### src/jcd_pkg.sv
// ----------------------------------------------------------------------------
// jcd_pkg
// Shared types, codes and the per-position scanner step.
// ----------------------------------------------------------------------------
`timescale 1ns / 1ps

package jcd_pkg;

    localparam int CNT_W = 12;
    localparam int PROD_W = 20;
    localparam int DEF_SAMPLE_LIMIT = 1000;

    localparam logic [1:0] ST_SCAN = 2'd0;
    localparam logic [1:0] ST_YES  = 2'd1;
    localparam logic [1:0] ST_NO   = 2'd2;

    localparam logic [2:0] ENC_UCS2 = 3'd0;
    localparam logic [2:0] ENC_EUC  = 3'd1;
    localparam logic [2:0] ENC_ISO  = 3'd2;
    localparam logic [2:0] ENC_UTF8 = 3'd3;
    localparam logic [2:0] ENC_SJIS = 3'd4;

    typedef logic [5:0][7:0] win_t;

    typedef struct packed {
        logic [CNT_W-1:0] zhi;
        logic [CNT_W-1:0] zlo;
        logic [CNT_W-1:0] euc;
        logic [CNT_W-1:0] sjis;
        logic [1:0]       st_euc;
        logic [1:0]       st_utf;
        logic [1:0]       st_sjis;
        logic [1:0]       sk_euc;
        logic [1:0]       sk_utf;
        logic [1:0]       sk_sjis;
        logic             esc;
    } scan_st_t;

    typedef struct packed {
        scan_st_t         st;
        logic [CNT_W-1:0] len;
        logic [15:0]      ftb;
    } dec_in_t;

    function automatic logic is_cont(logic [7:0] v);
        return v[7:6] == 2'b10;
    endfunction

    // One scanner step at sample position i; w[0] holds byte i.
    function automatic scan_st_t jcd_scan(scan_st_t st, win_t w, logic [CNT_W-1:0] i,
                                          logic [CNT_W-1:0] len, logic no_end,
                                          logic [CNT_W-1:0] utf_lim);
        scan_st_t n;
        logic [7:0] c0, c1, c2, c3, c4, c5;
        logic hit;
        n = st;
        c0 = w[0]; c1 = w[1]; c2 = w[2]; c3 = w[3]; c4 = w[4]; c5 = w[5];

        if (!i[0] && (no_end || (i + 1'b1) < len)) begin
            if (c0 == 8'h00) begin
                n.zhi = st.zhi + 1'b1;
            end else if (c1 == 8'h00) begin
                n.zlo = st.zlo + 1'b1;
            end
        end

        if (st.st_euc == ST_SCAN) begin
            if (st.sk_euc != 2'd0) begin
                n.sk_euc = st.sk_euc - 1'b1;
            end else if (c0 inside {[8'h21:8'h7E], 8'h0A, 8'h0D}) begin
                n.euc = st.euc + 1'b1;
            end else if (c0 >= 8'hA1 && c1 >= 8'hA1) begin
                n.euc = st.euc + CNT_W'(2);
                n.sk_euc = 2'd1;
            end else if (c0 == 8'h8E && c1 inside {[8'hA1:8'hDF]}) begin
                n.euc = st.euc + CNT_W'(2);
                n.sk_euc = 2'd1;
            end else if (c0 == 8'h8F && c1 inside {[8'hA1:8'hDF]}
                         && c2 inside {[8'hA1:8'hDF]}) begin
                n.euc = st.euc + CNT_W'(3);
                n.sk_euc = 2'd2;
            end else begin
                n.st_euc = ST_NO;
            end
        end

        hit = (c1 == 8'h24 && (c2 == 8'h40 || c2 == 8'h42)) ||
              (c1 == 8'h28 && (c2 == 8'h4A || c2 == 8'h48 || c2 == 8'h42 || c2 == 8'h49)) ||
              (c1 == 8'h26 && c2 == 8'h40 && c3 == 8'h1B && c4 == 8'h24 && c5 == 8'h42) ||
              (c1 == 8'h24 && c2 == 8'h28 && c3 == 8'h44) ||
              c1 == 8'h42 || c1 == 8'h40;
        if (!st.esc && c0 == 8'h1B && hit) begin
            n.esc = 1'b1;
        end

        if (st.st_utf == ST_SCAN) begin
            if (st.sk_utf != 2'd0) begin
                n.sk_utf = st.sk_utf - 1'b1;
            end else if (c0[7:5] == 3'b110 && is_cont(c1)) begin
                n.sk_utf = 2'd1;
            end else if (c0[7:4] == 4'b1110 && is_cont(c1) && is_cont(c2)) begin
                n.sk_utf = 2'd2;
            end else if (c0[7:3] == 5'b11110 && is_cont(c1) && is_cont(c2) && is_cont(c3)) begin
                n.sk_utf = 2'd3;
            end else if (!c0[7] || i >= utf_lim) begin
                n.sk_utf = 2'd0;
            end else begin
                n.st_utf = ST_NO;
            end
        end

        if (st.st_sjis == ST_SCAN) begin
            if (st.sk_sjis != 2'd0) begin
                n.sk_sjis = st.sk_sjis - 1'b1;
            end else if (c0 inside {[8'h81:8'h9F]} && c1 inside {[8'h40:8'hFC]}) begin
                if (c0 == 8'h8E && c1 inside {[8'hA1:8'hDF]}) begin
                    n.sjis = st.sjis + CNT_W'(2);
                    n.sk_sjis = 2'd1;
                end else if (c0 == 8'h8F && c1 inside {[8'hA1:8'hDF]}
                             && c2 inside {[8'hA1:8'hDF]}) begin
                    n.sjis = st.sjis + CNT_W'(3);
                    n.sk_sjis = 2'd2;
                end else begin
                    n.st_sjis = ST_YES;
                end
            end else if (c0 inside {[8'hE0:8'hEF]}) begin
                if (c1 inside {[8'h40:8'h7E]}) begin
                    n.st_sjis = ST_YES;
                end else if (c1 inside {[8'h80:8'hFC]}) begin
                    n.sjis = st.sjis + CNT_W'(2);
                    n.sk_sjis = 2'd1;
                end
            end else if (c0 inside {[8'hA1:8'hDF], [8'h20:8'h7E], 8'h0A, 8'h0D}) begin
                n.sjis = st.sjis + 1'b1;
            end else begin
                n.sjis = '0;
                n.st_sjis = ST_NO;
            end
        end
        return n;
    endfunction

endpackage

### src/jcd_decide.sv
// ----------------------------------------------------------------------------
// jcd_decide
// Holds the final scanner state of a text, picks the encoding and byte order,
// and presents the result in an output register.
// ----------------------------------------------------------------------------
`timescale 1ns / 1ps

module jcd_decide import jcd_pkg::*; (
    input  logic       aclk,
    input  logic       aresetn,
    input  logic       in_valid,
    output logic       in_ready,
    input  dec_in_t    in_data,
    input  logic       default_big_endian,
    output logic       m_tvalid,
    input  logic       m_tready,
    output logic [7:0] m_tdata
);

    logic       dec_valid_reg, dec_valid_next;
    dec_in_t    dec_reg;
    logic       out_valid_reg, out_valid_next;
    logic [7:0] out_data_reg;
    logic       out_adv, dec_adv;

    logic [CNT_W:0]    conf;
    logic              cbe;
    logic [PROD_W-1:0] conf_x100, len_x98;
    logic [2:0]        enc;
    logic              be;

    assign out_adv  = !out_valid_reg || m_tready;
    assign dec_adv  = !dec_valid_reg || out_adv;
    assign in_ready = dec_adv;

    always_comb begin
        if (dec_reg.st.zhi > dec_reg.st.zlo) begin
            conf = {dec_reg.st.zhi, 1'b0};
            cbe = 1'b1;
        end else begin
            conf = {dec_reg.st.zlo, 1'b0};
            cbe = 1'b0;
        end
        conf_x100 = PROD_W'(conf) * PROD_W'(100);
        len_x98 = PROD_W'(dec_reg.len) * PROD_W'(98);

        enc = ENC_UCS2;
        be = default_big_endian;
        if (dec_reg.len >= CNT_W'(2) && dec_reg.ftb == 16'hFFFE) begin
            be = 1'b0;
        end else if (dec_reg.len >= CNT_W'(2) && dec_reg.ftb == 16'hFEFF) begin
            be = 1'b1;
        end else if (conf_x100 >= len_x98) begin
            be = cbe;
        end else if (dec_reg.st.st_euc != ST_NO && dec_reg.st.euc == dec_reg.len) begin
            enc = ENC_EUC;
        end else if (dec_reg.st.esc) begin
            enc = ENC_ISO;
        end else if (dec_reg.st.st_utf != ST_NO) begin
            enc = ENC_UTF8;
        end else if (dec_reg.st.st_sjis == ST_YES ||
                     (dec_reg.st.st_sjis == ST_SCAN && dec_reg.st.sjis == dec_reg.len)) begin
            enc = ENC_SJIS;
        end else if (dec_reg.st.sjis > dec_reg.st.euc
                     && {dec_reg.st.sjis, 1'b0} > {1'b0, dec_reg.len}) begin
            enc = ENC_SJIS;
        end else if (dec_reg.st.euc > dec_reg.st.sjis
                     && {dec_reg.st.euc, 1'b0} > {1'b0, dec_reg.len}) begin
            enc = ENC_EUC;
        end
    end

    always_comb begin
        dec_valid_next = dec_adv ? in_valid : dec_valid_reg;
        out_valid_next = out_adv ? dec_valid_reg : out_valid_reg;
    end

    always_ff @(posedge aclk) begin
        if (!aresetn) begin
            dec_valid_reg <= 1'b0;
            out_valid_reg <= 1'b0;
        end else begin
            dec_valid_reg <= dec_valid_next;
            out_valid_reg <= out_valid_next;
        end
    end

    always_ff @(posedge aclk) begin
        if (dec_adv && in_valid) begin
            dec_reg <= in_data;
        end
        if (out_adv && dec_valid_reg) begin
            out_data_reg <= {4'b0, be, enc};
        end
    end

    assign m_tvalid = out_valid_reg;
    assign m_tdata  = out_data_reg;

endmodule

### src/japanese_charset_detector_top.sv
// Result path: last byte -> input register -> decision register -> output register.
// Throughput: one byte per cycle unless stalled; per-byte scanners and five-position
//   flush at the last byte all settle in the single stage after the input register.
// Reset: aresetn is synchronous, active low; it empties the pipeline, clears the
//   stream state and sets default_big_endian to 0. No clearing pass is needed.
// ----------------------------------------------------------------------------
// japanese_charset_detector_top
// Streams text bytes through five encoding scanners (UCS-2, EUC-JP,
// ISO-2022-JP, UTF-8, Shift-JIS) and reports one encoding per text.
// ----------------------------------------------------------------------------
`timescale 1ns / 1ps

module japanese_charset_detector_top import jcd_pkg::*; #(
    parameter int SAMPLE_LIMIT = DEF_SAMPLE_LIMIT
) (
    input  logic       aclk,
    input  logic       aresetn,
    input  logic       cfg_wr_en,
    input  logic       cfg_wr_data,   // default_big_endian
    input  logic       s_tvalid,
    output logic       s_tready,
    input  logic [7:0] s_tdata,       // [7:0] data_byte
    input  logic       s_tlast,       // last
    output logic       m_tvalid,
    input  logic       m_tready,
    output logic [7:0] m_tdata        // [2:0] encoding, [3] big_endian, [7:4] zero
);

    localparam logic [CNT_W-1:0] LIMIT   = CNT_W'(SAMPLE_LIMIT);
    localparam logic [CNT_W-1:0] UTF_LIM = CNT_W'(SAMPLE_LIMIT - 2);

    // Default byte order register.
    logic dflt_be_reg;

    // Input register: one byte transfer waits here for the scanners.
    logic       in_valid_reg;
    logic [7:0] in_byte_reg;
    logic       in_last_reg;

    // Stream state of the text in flight.
    win_t             win_reg, win_next;
    logic [CNT_W-1:0] pos_reg, pos_next;
    logic [15:0]      ftb_reg, ftb_next;
    scan_st_t         st_reg, st_next;

    // Final state handed to the decision stage.
    dec_in_t dec_data;
    logic    dec_ready;
    logic    consume;

    // Working values of the flush chain.
    scan_st_t         st_w;
    win_t             win_w;
    logic [CNT_W-1:0] pos_w, fpos;

    // Retire the held byte unless it closes a text and the decision stage is full.
    assign consume  = in_valid_reg && (!in_last_reg || dec_ready);
    assign s_tready = !in_valid_reg || consume;

    always_ff @(posedge aclk) begin
        if (!aresetn) begin
            dflt_be_reg <= 1'b0;
        end else if (cfg_wr_en) begin
            dflt_be_reg <= cfg_wr_data;
        end
    end

    always_ff @(posedge aclk) begin
        if (!aresetn) begin
            in_valid_reg <= 1'b0;
        end else if (s_tready) begin
            in_valid_reg <= s_tvalid;
        end
    end

    always_ff @(posedge aclk) begin
        if (s_tready && s_tvalid) begin
            in_byte_reg <= s_tdata;
            in_last_reg <= s_tlast;
        end
    end

    // Scan one byte, and at the last byte drain the window with zeros.
    always_comb begin
        st_w  = st_reg;
        win_w = win_reg;
        pos_w = pos_reg;
        fpos  = '0;
        ftb_next = ftb_reg;

        // Take the byte only while the sample is still open.
        if (pos_reg < LIMIT) begin
            if (pos_reg == CNT_W'(0)) begin
                ftb_next = {in_byte_reg, 8'h00};
            end else if (pos_reg == CNT_W'(1)) begin
                ftb_next = {ftb_reg[15:8], in_byte_reg};
            end
            win_w = {in_byte_reg, win_reg[5:1]};
            if (pos_reg >= CNT_W'(5)) begin
                st_w = jcd_scan(st_w, win_w, pos_reg - CNT_W'(5), '0, 1'b1, UTF_LIM);
            end
            pos_w = pos_reg + 1'b1;
        end

        dec_data.ftb = ftb_next;
        dec_data.len = pos_w;

        // Flush: advance five zero bytes so the trailing positions get scanned.
        if (in_last_reg) begin
            for (int s = 1; s <= 5; s++) begin
                fpos  = pos_w + CNT_W'(s);
                win_w = {8'h00, win_w[5:1]};
                if (fpos >= CNT_W'(6)) begin
                    st_w = jcd_scan(st_w, win_w, fpos - CNT_W'(6), pos_w, 1'b0, UTF_LIM);
                end
            end
        end
        dec_data.st = st_w;

        // Hold when nothing retires; clear for the next text after a last byte.
        if (!consume) begin
            st_next  = st_reg;
            win_next = win_reg;
            pos_next = pos_reg;
            ftb_next = ftb_reg;
        end else if (in_last_reg) begin
            st_next  = '0;
            win_next = '0;
            pos_next = '0;
            ftb_next = '0;
        end else begin
            st_next  = st_w;
            win_next = win_w;
            pos_next = pos_w;
        end
    end

    always_ff @(posedge aclk) begin
        if (!aresetn) begin
            st_reg  <= '0;
            win_reg <= '0;
            pos_reg <= '0;
            ftb_reg <= '0;
        end else begin
            st_reg  <= st_next;
            win_reg <= win_next;
            pos_reg <= pos_next;
            ftb_reg <= ftb_next;
        end
    end

    jcd_decide u_decide (
        .aclk               (aclk),
        .aresetn            (aresetn),
        .in_valid           (in_valid_reg && in_last_reg),
        .in_ready           (dec_ready),
        .in_data            (dec_data),
        .default_big_endian (dflt_be_reg),
        .m_tvalid           (m_tvalid),
        .m_tready           (m_tready),
        .m_tdata            (m_tdata)
    );

endmodule

### config.mk
export PLATFORM = sky130hd
export DESIGN_NAME = japanese_charset_detector_top
export DESIGN_NICKNAME = d
export VERILOG_FILES = /design/src/jcd_pkg.sv /design/src/jcd_decide.sv /design/src/japanese_charset_detector_top.sv
export SDC_FILE = /design/constraint.sdc
export NUM_CORES = 2
export LEC_CHECK = 0
export BUFFER_PORTS_ARGS = -buffer_cell sky130_fd_sc_hd__buf_4
export CAP_MARGIN = 25
export CORE_MARGIN = 2
export CORE_UTILIZATION = 55
export DETAILED_ROUTE_END_ITERATION = 16
export HOLD_SLACK_MARGIN = 0.12
export PLACE_DENSITY = 0.73
export SLEW_MARGIN = 20
export SYNTH_ARGS = -nofsm -noshare
export SYNTH_HDL_FRONTEND = slang
export SYNTH_SLANG_ARGS = --single-unit
### constraint.sdc
create_clock -name aclk -period 9.4 [get_ports aclk]
set_input_delay 0.94 -clock aclk [delete_from_list [all_inputs] [get_ports aclk]]
set_output_delay 0.94 -clock aclk [all_outputs]
set_load 0.02 [all_outputs]
After elaboration in Yosys (flattened, before gate mapping)
Cells that the tools add are included.

cells by class
  add/subtract/negate cells = 77
  multiply operators = 2
  divide/modulo/power cells = 0
  magnitude comparators = 97
  equal/unequal tests = 93
  shift operators = 0
  muxes and demuxes = 346
  bitwise operators = 0
  reductions and logical operators = 258

operators with widths
  operator                                                                                number
  12-bit two-way mux                                                                      99
  61-bit two-way mux                                                                      13
  2-bit two-way mux                                                                       209
  12-bit by 1-bit adder with 12-bit output (second input constant)                        31
  12-bit by 2-bit adder with 12-bit output (second input constant)                        20
  8-bit by 7-bit == test with 1-bit output (second input constant)                        28
  8-bit greater-or-equal comparator (second input constant)                               24
  8-bit <= comparator (second input constant)                                             24
  24-bit two-way mux                                                                      6
  1-bit logical AND                                                                       135
  8-bit by 4-bit == test with 1-bit output (second input constant)                        12
  8-bit by 6-bit greater-or-equal comparator with 1-bit output (second input constant)    12
  48-bit two-way mux                                                                      2
  8-bit by 6-bit == test with 1-bit output (second input constant)                        11
  8-bit == test (second input constant)                                                   9
  12-bit by 10-bit greater-or-equal comparator with 1-bit output (second input constant)  6
  12-bit by 3-bit greater-or-equal comparator with 1-bit output (second input constant)   6
  12-bit by 3-bit subtractor with 12-bit output (second input constant)                   6
  12-bit < comparator                                                                     5
  8-bit by 7-bit <= comparator with 1-bit output (second input constant)                  7
  8-bit zero test                                                                         7
  8-bit by 5-bit == test with 1-bit output (second input constant)                        6
  16-bit two-way mux                                                                      3
  1-bit logical OR                                                                        43
  32 further kinds                                                                        149

storage, ports and cells
  register bits after elaboration = 229
  latch bits = 0
  RAM bits = 0
  ROM bits = 0
  output and inout port bits = 10
  word-level logic and storage cells = 911
  memories kept = 0

Depth between registers and ports, before layout
  depth in word-level cells = 58
  depth in mapped cells = 44
  gate-level depth less buffers = 37

By module
From an unflattened synthesis, not the netlist that was laid out.

unflattened totals
  cells, all modules = 4522
  area total of the unflattened synthesis = 33873.7 um2

by module, submodules not included
  module                         instances  cells an instance  area an instance (um2)
  japanese_charset_detector_top  1          3858               26690.6
  jcd_decide                     1          664                7183.1

Worst setup path after synthesis
No wires, ideal clock.

  path type = flip-flop to flip-flop
  start = register pos_reg[0]
  end = register u_decide.dec_reg[88] in the netlist's numbering (data pin)
  library setup time = 0.263 ns
  data arrival time = 8.741 ns
  path slack = 0.395 ns
  cell stages (with the launch flop) = 38
  path buffers = 4
  period minus slack after synthesis = 9.005 ns
  cells stage by stage = dfxtp_1 > nor4bb_1 > buf_2 > o211ai_1 > xnor2_1 > buf_2 > ha_1 > clkbuf_1 > and2_1 > clkbuf_1 > xnor2_1 > a211oi_1 > o21ai_0 > xnor2_1 > or2_2 > nor2_1 > xnor2_1 > ha_1 > [... 2 more ...] > o21a_1 > o21a_1 > o21ai_1 > nand3_1 > xnor2_1 > ha_1 > inv_1 > or4_1 > xor2_1 > nor4_1 > xnor2_1 > o2111ai_1 > nor4b_1 > xor2_1 > nor3b_1 > nand4b_1 > a21oi_1 > xor2_1

RTL lines
  element                   RTL line                              source
  start: declaration        japanese_charset_detector_top.sv:42   logic [CNT_W-1:0] pos_reg, pos_next;
  start signal: assignment  japanese_charset_detector_top.sv:147  pos_reg <= pos_next;
  end signal: assignment    jcd_decide.sv:90                      dec_reg <= in_data;
  end: declaration          jcd_decide.sv:21                      dec_in_t dec_reg;

==> metrics <==
Critical path origin=pos_reg[0]$_SDFFE_PN0P_; RSZ-0062 raised after global routing=true; DIE AREA=~0.063 sq mm; sequential area share after synthesis=16.53%; detailed placement HPWL=between 90000 and 100000 microns; final WL=between 100000 and 150000 microns; maximum root-to-sink buffer count=3; fin crit period=between 9000 and 10000 ps; Critical R2R Capture=u_decide.dec_reg[48]$_DFFE_PP_; Final Hold Violating Endpoints=0; Rel. slew slack=22.19%; #FFs+latches synth=between 200 and 250; Nets=~4900; synthesized cell area=between 0.03 and 0.04 sq mm; final instance area=roughly 0.037 sq mm; die width=around 250 microns; FF-to-FF setup slack=380 ps; clock transition at the registers of the reported paths=approximately 60 ps; Setup crit end kind=register; reg2reg start=pos_reg[0]$_SDFFE_PN0P_; initial antenna violation count=4; crit path kind=reg -> reg; Syn Inst Count=4513; critical path's most frequent cell=ha_1; DRT iter0 DRCs=just over 4000; most frequent cells in the layout=404 x nand2_1, 378 x nor2_1, 276 x ha_1; DRC Markers=0; Core Area=roughly 0.060 sq mm; run status=finished clean; Final ANT Viol Nets=0; Die Y=251.0 microns; crit-path max FO=9; Synth Flop Type=dfxtp_1; Critical Path RT=9680 ps; Top-Level Pins=25; area occupied by multi-input gates=~0.027 sq mm; fillcell total=about 5700; Arr. time, crit path=~9300 ps; Final Max Slew Viols=0; first-pass GRT wire length=around 190000 microns; Initial Util=a little under three fifths; clock latency on the worst-skew pair=~600 ps; setup violators final=0; syn_area_per_cell=7.434 sq um; clock sinks=roughly 230; CTS buffer count=29; DP Area=approximately 0.035 sq mm; grt ovf=0; Min-Delay Path Class=reg -> reg; Least-Margin Pin Slew=around 1100 ps; FF+latch area=about 0.0055 sq mm; Yosys warnings=0; Lkg Pwr=~14 nW; PortBufs=20; Top delay family on crit path=simple AND/OR/NAND/NOR gates; number of flip-flops under the largest register name=83; final period utilization=approximately 96%; most common cell after layout, fill and taps aside=nand2_1; H-tree depth=1; max-cap violation count=0; row count=90; distinct cell type count after synthesis=about 120; vias=approximately 36000; Hold-fix buffers, CTS=0; pin count of the biggest net entering global routing=88; WP buf/inv=3; GRT Util Overall=a little under two fifths; Post-synth EDFFs=96; Max Fclk=roughly 110 MHz; Max IR drop VDD=0.1546 mV; Hold Crit Start=st_reg[36]$_SDFFE_PN0P_; RD Place Congestion=1.051; worst reg2reg path depth=36; Worst Hold Path EP=st_reg[36]$_SDFFE_PN0P_; final critical-path setup slack=roughly 380 ps; clock skew=35.25 ps; Critical Path Slowest Stage Cell=or4_4; First-pass DRT Iterations=8; Worst setup SP type=register; wire per inst=approximately 23 microns; ratio of cells with drive above 1 in the final layout=just over 10%; CTS tree=done; Max stage delay on crit path=between 500 and 600 ps; PD cells=between 100 and 150 mW/mm^2; hold path depth=2; Via density=around 6.8; asr flop ratio synth=0%; vias in the first global route=about 33000; clk root buf=clkbuf_16; area grow syn2layout=9.051%; WP depth=36; pre-CTS setup slack=roughly 120 ps
## Yosys cell counts, types with 48 or more instances
| master | n | share of area, % |
|---|---|---|
| clkbuf_1 | 173 | 1.9 |
| nand2_1 | 405 | 4.5 |
| a22oi_1 | 85 | 1.9 |
| and2_1 | 68 | 1.3 |
| inv_1 | 188 | 2.1 |
| edfxtp_1 | 96 | 8.6 |
| and3_1 | 57 | 1.1 |
| xor2_1 | 110 | 2.9 |
| nor2b_1 | 148 | 2.8 |
| xnor2_1 | 255 | 6.7 |
| nand2b_1 | 48 | 0.90 |
| nor4_1 | 78 | 1.5 |
| a31oi_1 | 88 | 1.6 |
| o21ai_0 | 218 | 3.3 |
| ha_1 | 278 | 10 |
| nand4_1 | 93 | 1.7 |
| o211ai_1 | 49 | 1.1 |
| nor2_1 | 381 | 4.3 |
| nor3_1 | 171 | 2.6 |
| a21o_1 | 53 | 1.2 |
| dfxtp_1 | 133 | 7.9 |
| nand3_1 | 162 | 2.4 |
| mux2i_1 | 76 | 2.3 |
| a21oi_1 | 264 | 3.9 |
## cell type report
class                      count  area share [%]
antenna                        1        0.006840
clock buffer                  32           2.042
clock inverter                22          0.8276
inverter                     201           2.062
multi-input combinational   3868           72.75
sequential                   229           15.17
tap                          782           2.674
timing repair buffer         218           4.473
## worst max-delay path by stage
stage,to,slack [ps]
6_report,u_decide.dec_reg[48]$_DFFE_PP_,380
5_1_grt,u_decide.dec_reg[87]$_DFFE_PP_,-60
4_1_cts,u_decide.dec_reg[64]$_DFFE_PP_,100
3_5_place_dp,u_decide.dec_reg[64]$_DFFE_PP_,120
3_3_place_gp,u_decide.dec_reg[64]$_DFFE_PP_,480
2_1_floorplan,u_decide.dec_reg[88]$_DFFE_PP_,400
## per-stage QoR
| stage | power (mW) | cells | TNS, ps | utilization, % | hold WS (ps) |
|---|---|---|---|---|---|
| CTS | 3.863 | 5346 | 0 | 60.24 | 489.0 |
| global placement | 2.583 | 5291 | 0 | 58.48 | 450.9 |
| detailed placement | 2.620 | 5292 | 0 | 58.50 | 483.9 |
| finish | 3.879 | 5353 | 0 | 60.62 | 494.6 |
| floorplan | 2.234 | 4516 | 0 | - | 437.4 |
| global route | 4.110 | 5353 | -162.9 | 60.62 | 520.5 |
## kinds of logic after synthesis
family,Yosys count,synth area share (%)
adders and majority gates,293,11.23
other,1,0.01118
DFF,229,16.53
AOI/OAI and AO/OA,1226,24.96
and+or+nand+nor,1866,29.21
xor gates and xnor gates,366,9.611
muxes,113,3.509
buffers and inverters,419,4.938
## report_power, final
group | internal, mW | switching (mW)
sequential | 1.07 | 0.0290
combinational | 0.640 | 0.899
clock | 0.745 | 0.498
## what timing repair did
item | 4_1_cts | 5_1_grt
setup buffers | 0 | 4
hold endpoints to repair | 0 | 0
resized for setup | 0 | 38
setup endpoints to repair | 0 | 24
## metal layers
metal | vias to the layer above | track usage (%) | share of wire [%]
met1 | 17009 | 50.41 | 41
met2 | 1943 | 58.70 | 43
met3 | 398 | 7.693 | 11
met5 | - | 0 | 0.035
met4 | 6 | 17.82 | 5.3
li1 | 16908 | - | -
## worst reg2reg max path: cells and delay by family (launching register included)
kind	cells	cell delay (ps)
AND/OR/NAND/NOR	11	3290
AO/OA/AOI/OAI	13	2130
adder cells (fa/ha/maj)	5	1380
multiplexers	2	640
buffers and inverters	3	460
flip-flops	1	420
XOR/XNOR	2	380
Power figures use the tool's default switching activity.
